`src/rtl/pnc_pkg.sv`:
```
// ----------------------------------------------------------------------------
// Pak name codec package
// Code set constants and the punctuation table.
// ----------------------------------------------------------------------------
package pnc_pkg;

  typedef logic [7:0] byte_t;

  localparam byte_t PUNCT_BASE = 8'h34;
  localparam byte_t PUNCT_LAST = 8'h41;
  localparam byte_t ENC_SPACE  = 8'h0F;
  localparam byte_t ENC_LOW    = 8'h20;
  localparam byte_t ENC_OTHER  = 8'h3B;
  localparam byte_t DEC_OTHER  = 8'h2D;
  localparam byte_t ASCII_SPC  = 8'h20;
  localparam byte_t ASCII_ZERO = 8'h30;
  localparam byte_t ASCII_NINE = 8'h39;
  localparam byte_t ASCII_A    = 8'h41;
  localparam byte_t ASCII_Z    = 8'h5A;
  localparam byte_t DIG_OFFS   = 8'h20;
  localparam byte_t CAP_OFFS   = 8'h27;
  localparam byte_t CODE_DIG0  = 8'h10;
  localparam byte_t CODE_CAPA  = 8'h1A;

  localparam int PUNCT_COUNT = 14;

  typedef logic [3:0] punct_idx_t;

  // Punctuation table entry for a given index.
  function automatic byte_t punct_char(input punct_idx_t idx);
    byte_t c;
    case (idx)
      4'd0:    c = 8'h21;
      4'd1:    c = 8'h22;
      4'd2:    c = 8'h23;
      4'd3:    c = 8'h27;
      4'd4:    c = 8'h2A;
      4'd5:    c = 8'h2B;
      4'd6:    c = 8'h2C;
      4'd7:    c = 8'h2D;
      4'd8:    c = 8'h2E;
      4'd9:    c = 8'h2F;
      4'd10:   c = 8'h3A;
      4'd11:   c = 8'h3D;
      4'd12:   c = 8'h3F;
      4'd13:   c = 8'h40;
      default: c = 8'h00;
    endcase
    return c;
  endfunction

endpackage

```
`src/rtl/pnc_conv.sv`:
```
// ----------------------------------------------------------------------------
// Pak name codec byte converter
// Combinational mapping of one byte in either direction.
// ----------------------------------------------------------------------------
module pnc_conv (
  input  logic        mode,
  input  logic [7:0]  char_in,
  input  logic        name_ended,
  output logic [7:0]  char_out
);

  logic [7:0] enc;
  logic [7:0] dec;
  logic       hit;
  logic [3:0] hit_idx;
  logic [7:0] dec_off;

  // Parallel compare against the punctuation table.
  always_comb begin
    hit     = 1'b0;
    hit_idx = '0;
    for (int k = 0; k < pnc_pkg::PUNCT_COUNT; k++) begin
      if (!hit && char_in == pnc_pkg::punct_char(4'(k))) begin
        hit     = 1'b1;
        hit_idx = 4'(k);
      end
    end
  end

  always_comb begin
    if (char_in < pnc_pkg::ASCII_SPC) begin
      enc = 8'h00;
    end else if (char_in == pnc_pkg::ASCII_SPC) begin
      enc = pnc_pkg::ENC_SPACE;
    end else if (hit) begin
      enc = pnc_pkg::PUNCT_BASE + {4'h0, hit_idx};
    end else if (char_in < pnc_pkg::ASCII_ZERO) begin
      enc = pnc_pkg::ENC_LOW;
    end else if (char_in <= pnc_pkg::ASCII_NINE) begin
      enc = char_in - pnc_pkg::DIG_OFFS;
    end else if (char_in >= pnc_pkg::ASCII_A && char_in <= pnc_pkg::ASCII_Z) begin
      enc = char_in - pnc_pkg::CAP_OFFS;
    end else begin
      enc = pnc_pkg::ENC_OTHER;
    end
  end

  assign dec_off = char_in - pnc_pkg::PUNCT_BASE;

  always_comb begin
    if (char_in < pnc_pkg::ENC_SPACE) begin
      dec = pnc_pkg::DEC_OTHER;
    end else if (char_in == pnc_pkg::ENC_SPACE) begin
      dec = pnc_pkg::ASCII_SPC;
    end else if (char_in < pnc_pkg::CODE_CAPA) begin
      dec = char_in + pnc_pkg::DIG_OFFS;
    end else if (char_in < pnc_pkg::PUNCT_BASE) begin
      dec = char_in + pnc_pkg::CAP_OFFS;
    end else if (char_in <= pnc_pkg::PUNCT_LAST) begin
      dec = pnc_pkg::punct_char(dec_off[3:0]);
    end else begin
      dec = pnc_pkg::DEC_OTHER;
    end
  end

  assign char_out = name_ended ? 8'h00 : (mode ? dec : enc);

endmodule

```
`src/rtl/pak_name_charset_codec_unit.sv`:
```
// ----------------------------------------------------------------------------
// Pak name character codec
// Converts name bytes between ASCII and the pak name code set.
// ----------------------------------------------------------------------------
//  channel | ports                                         | direction
//  --------+-----------------------------------------------+----------
//  in      | in_valid in_stall in_mode in_char             | sink
//          | in_first_char in_last_char                    |
//  out     | out_valid out_stall out_char out_end_of_name  | source
//
// One item per cycle while the output does not stall, through an input register
// and a result register; an accepted item passes the first, then the second.
// A decode item flagged last yields a second, zero result, which holds the
// result register for the terminator and so stalls the input behind it.
// Reset is synchronous and clears both stages and the end-of-name latch.
// Stall on the output holds the result register and backs up to in_stall.
// ----------------------------------------------------------------------------
module pak_name_charset_codec_unit (
  input  logic       clk,
  input  logic       rst_n,
  input  logic       in_valid,
  output logic       in_stall,
  input  logic       in_mode,
  input  logic [7:0] in_char,
  input  logic       in_first_char,
  input  logic       in_last_char,
  output logic       out_valid,
  input  logic       out_stall,
  output logic [7:0] out_char,
  output logic       out_end_of_name
);

  logic       s1_valid_r, s1_valid_nxt;
  logic       s1_mode_r;
  logic [7:0] s1_char_r;
  logic       s1_first_r;
  logic       s1_last_r;

  logic       out_valid_r, out_valid_nxt;
  logic [7:0] out_char_r, out_char_nxt;
  logic       out_eon_r, out_eon_nxt;
  logic       extra_r, extra_nxt;
  logic       zero_seen_r, zero_seen_nxt;

  logic       out_free;
  logic       in_fire;
  logic       s1_move;
  logic       ended;
  logic [7:0] conv_char;

  assign out_free = !out_valid_r || (!out_stall && !extra_r);
  assign s1_move  = s1_valid_r && out_free;
  assign in_stall = s1_valid_r && !out_free;
  assign in_fire  = in_valid && !in_stall;

  // First byte restarts the name; a zero byte ends it.
  assign ended = (!s1_first_r && zero_seen_r) || (s1_char_r == 8'h00);

  pnc_conv u_conv (
    .mode       (s1_mode_r),
    .char_in    (s1_char_r),
    .name_ended (ended),
    .char_out   (conv_char)
  );

  always_comb begin
    s1_valid_nxt  = in_fire || (s1_valid_r && !s1_move);
    out_valid_nxt = out_valid_r;
    out_char_nxt  = out_char_r;
    out_eon_nxt   = out_eon_r;
    extra_nxt     = extra_r;
    zero_seen_nxt = zero_seen_r;
    if (s1_move) begin
      out_valid_nxt = 1'b1;
      out_char_nxt  = conv_char;
      out_eon_nxt   = s1_last_r && !s1_mode_r;
      extra_nxt     = s1_last_r && s1_mode_r;
      zero_seen_nxt = ended;
    end else if (out_valid_r && !out_stall) begin
      if (extra_r) begin
        // append the terminator after a decoded name
        out_char_nxt = 8'h00;
        out_eon_nxt  = 1'b1;
        extra_nxt    = 1'b0;
      end else begin
        out_valid_nxt = 1'b0;
      end
    end
  end

  always_ff @(posedge clk) begin
    if (!rst_n) begin
      s1_valid_r  <= 1'b0;
      out_valid_r <= 1'b0;
      extra_r     <= 1'b0;
      zero_seen_r <= 1'b0;
    end else begin
      s1_valid_r  <= s1_valid_nxt;
      out_valid_r <= out_valid_nxt;
      extra_r     <= extra_nxt;
      zero_seen_r <= zero_seen_nxt;
    end
  end

  always_ff @(posedge clk) begin
    if (in_fire) begin
      s1_mode_r  <= in_mode;
      s1_char_r  <= in_char;
      s1_first_r <= in_first_char;
      s1_last_r  <= in_last_char;
    end
    out_char_r <= out_char_nxt;
    out_eon_r  <= out_eon_nxt;
  end

  assign out_valid       = out_valid_r;
  assign out_char        = out_char_r;
  assign out_end_of_name = out_eon_r;

endmodule

```
`config.mk`:
```
export PLATFORM = sky130hd
export DESIGN_NAME = pak_name_charset_codec_unit
export DESIGN_NICKNAME = d
export VERILOG_FILES = /design/src/rtl/pnc_pkg.sv /design/src/rtl/pnc_conv.sv /design/src/rtl/pak_name_charset_codec_unit.sv
export SDC_FILE = /design/constraint.sdc
export NUM_CORES = 1
export LEC_CHECK = 0
export BUFFER_PORTS_ARGS = -buffer_cell sky130_fd_sc_hd__buf_2
export CAP_MARGIN = 0
export CORE_MARGIN = 1
export CORE_UTILIZATION = 40
export DETAILED_ROUTE_END_ITERATION = 6
export PLACE_DENSITY_LB_ADDON = 0.3
export SETUP_SLACK_MARGIN = 0.4
export SLEW_MARGIN = 10
export SYNTH_ARGS = -nofsm -noshare
export SYNTH_HDL_FRONTEND = slang
export SYNTH_HIERARCHICAL = 1
export SYNTH_SLANG_ARGS = --single-unit
```
`constraint.sdc`:
```
create_clock -name clk -period 3.7 [get_ports clk]
set_input_delay 0.555 -clock clk [delete_from_list [all_inputs] [get_ports clk]]
set_output_delay 0.555 -clock clk [all_outputs]
set_load 0.01 [all_outputs]
```
==> impl_results.md <==
* Initial Util at 0.417
* Yosys cell types at 70
* DRC Markers at 0
* Root Driver: clkbuf_8
* Power Density at 279 nW/um^2
* First-pass DRT Iterations at 5
* Post-DRT Antenna Nets at 0
* Clock Sinks at 24
* Final Setup Violations at 0
* GP Congestion at 0.888
* Peak VDD IR at 264 uV
* Syn_nets at 323
* Synth async-reset ratio at 0
* Setup_tns at 0 ps
* Synthesized area at 2480 sq um
* First-pass GRT wire length at 10.4 mm
* DIE AREA at 6530 sq um
* Main combinational cell family by area after synthesis: compound AO/OA/AOI/OAI gates
* # placed instances at 379
* Vias in the first global route at 2153
* Average wire per standard cell at 16.4 um
* Fin. max-slew vios at 0
* Area Overhead vs Synth at 9.22%
* 1st-iter DRT viols at 246
* Hold buffer count at CTS at 0
* Drt total wl at 6.31 mm
* Post-synth EDFFs at 20
* Crit path largest cell delay at 550 ps
* Final non-filler cell total at 386
* Worst Max-Slew Pin Slew at 818 ps
* Via density per instance at 6.04
* Critical path cell sequence: inv_1, ha_2, nand4bb_1, o311ai_1, a211oi_1, nand2b_1, a21o_2, ha_1, o21ai_0, o21ai_1, a21o_1, and3_1
* Post-synthesis compound-gate area fraction at 0.281
* Final Util at 0.455
* Top FF cell, synth: edfxtp_1
* Final Hold Vio Count at 0
* Worst hold path type: input port to register
* Worst hold margin at 459 ps
* Simple-gate share of the synthesized area at 0.253
* IO Pins at 26
* Skew final at 1.98 ps
* Layout cells sized above 1 at 0.212
* Port bufs at 25
* Post-synthesis xor/xnor area fraction at 0.0141
* Post-Syn Instances at 292
* Clk buf depth at 2
* Nets at 343
* Synthesis-stage register bit count at 24
* Achievable frequency at 325 MHz
* Final worst path period share at 0.831
* Seq/Total Area, Yosys at 0.274
* Detail Placement HPWL at 4.86 mm
* Worst setup SP type: register
* Critical path endpoint category: register
* Syn. warnings at 6
* Vias at 2332
* Die Height at 80.8 um
* CP required at 3730 ps
* Largest net degree at the start of global routing at 18
* # H-tree levels at 1
* TritonCTS Buffers at 3
* Mux contribution to synthesized area at 0.0126
* RSZ-0062 raised after global routing: false
* CTS tree: done
* Width of the die at 80.8 um
* Initial antenna violation count at 0
* CP Max Fanout at 11
* Leak at 1.07 nW
* CP arrival at 3100 ps
* Clock latency on the worst-skew pair at 270 ps
* Min Tclk post-route at 3080 ps
* Critical path class: register to register
* Core area at 5960 sq um
* Rows at 28
* Outcome: finished, final reports clean
* Adder-cell share of the synthesized area at 0.0806
* Max_cap viols at 0
* N_diodes at 0
* Avg Synthesized Cell Area at 8.51 sq um
* Max_slew headroom at 0.453
* Gr usage total at 0.206
* Clock slew at reported path FFs at 80 ps
* Slowest CP cell: edfxtp_1
* Remaining global-route overflow at 0
-- cells in the mapped netlist, types with 4 or more instances --
| library cell | count | area (sq um) |
|---|---|---|
| dfxtp_1 | 4 | 80.1 |
| nor2b_1 | 5 | 31.3 |
| buf_4 | 4 | 30.0 |
| a211oi_1 | 5 | 37.5 |
| inv_1 | 15 | 56.3 |
| o21ai_1 | 5 | 25.0 |
| nand4_1 | 4 | 25.0 |
| edfxtp_1 | 20 | 601 |
| o21ai_0 | 21 | 105 |
| a21o_1 | 4 | 30.0 |
| buf_2 | 6 | 30.0 |
| nor2_1 | 20 | 75.1 |
| nand2_1 | 26 | 97.6 |
| nand3_1 | 10 | 50.1 |
| ha_1 | 16 | 200 |
| a21oi_1 | 19 | 95.1 |
| buf_6 | 7 | 78.8 |
| nor3_1 | 5 | 25.0 |
| o21a_1 | 5 | 37.5 |
| nand2b_1 | 6 | 37.5 |
| nor4_1 | 4 | 25.0 |
| and3_1 | 11 | 68.8 |
-- cells by family after synthesis --
group,after synthesis
adders and majority gates,16
and+or+nand+nor,110
DFF,24
muxes,3
AOI/OAI and AO/OA,99
xor gates and xnor gates,4
buffers and inverters,36
-- repair_timing --
item | 4_1_cts | 5_1_grt
hold endpoints to repair | 0 | 0
setup endpoints to repair | 0 | 4
setup buffers | 0 | 3
gates resized for setup | 0 | 4
-- metrics by stage --
step	setup WS, ps	area, sq um	total power, mW
2_1_floorplan	879	2480	0.480
3_3_place_gp	571	2610	0.529
3_5_place_dp	497	2610	0.527
4_1_cts	482	2680	0.751
5_1_grt	404	2710	0.792
6_report	624	2710	0.756
-- state kept, by name, summed over array words and instances, names as in the netlist --
register	count
extra_r	1
out_char	8
out_end_of_name	1
out_valid	1
s1_char_r	8
s1_first_r	1
s1_last_r	1
s1_mode_r	1
s1_valid_r	1
zero_seen_r	1
-- worst max-delay path: cells and delay by family (launching register included) --
| family | cells | cell delay [ps] |
|---|---|---|
| fa+ha+maj | 2 | 510 |
| simple gates | 3 | 490 |
| compound gates | 6 | 1100 |
| buf+inv | 1 | 190 |
| flops | 1 | 550 |
-- cell type report --
| class | count | area (sq um) |
|---|---|---|
| Timing Repair Buffer | 35 | 200 |
| Clock inverter | 1 | 30.0 |
| Tap cell | 75 | 93.8 |
| Fill cell | 602 | 3240 |
| Sequential cell | 24 | 681 |
| Clock buffer | 3 | 41.3 |
| Inverter | 16 | 60.1 |
| Multi-Input combinational cell | 232 | 1610 |
-- routing by layer --
layer	wire [um]	vias up	track usage
met5	0	-	0
met4	275	0	0.0911
met3	419	25	0.0281
met2	2760	120	0.313
met1	2860	1055	0.291
li1	-	1132	-
-- placed cells by master, fill, tap and decap left out, types with 11 or more instances in the layout --
cell,count
buf_2,25
nand2_1,26
inv_1,15
edfxtp_1,20
o21ai_0,21
nor2_1,20
a21oi_1,19
ha_1,13
and3_1,11
-- power by group --
group	leakage [nW]	internal, mW	switching (mW)	total, mW
clock	0.0357	0.145	0.0808	0.225
combinational	0.805	0.0815	0.118	0.200
sequential	0.228	0.309	0.0215	0.330
-- path summary, 6_finish.rpt --
| check | endpoint | slack [ps] | cells after the start | start |
|---|---|---|---|---|
| setup / recovery | out_char[6] | 620 | 12 | s1_char_r[3] |
| hold / removal | s1_char_r[6] | 460 | 1 | in_char[6] |
| setup reg to reg | out_char[6] | 620 | 12 | s1_char_r[3] |
| hold reg to reg | zero_seen_r | 490 | 2 | zero_seen_r |
No activity file was read; power rests on OpenSTA's default activity.
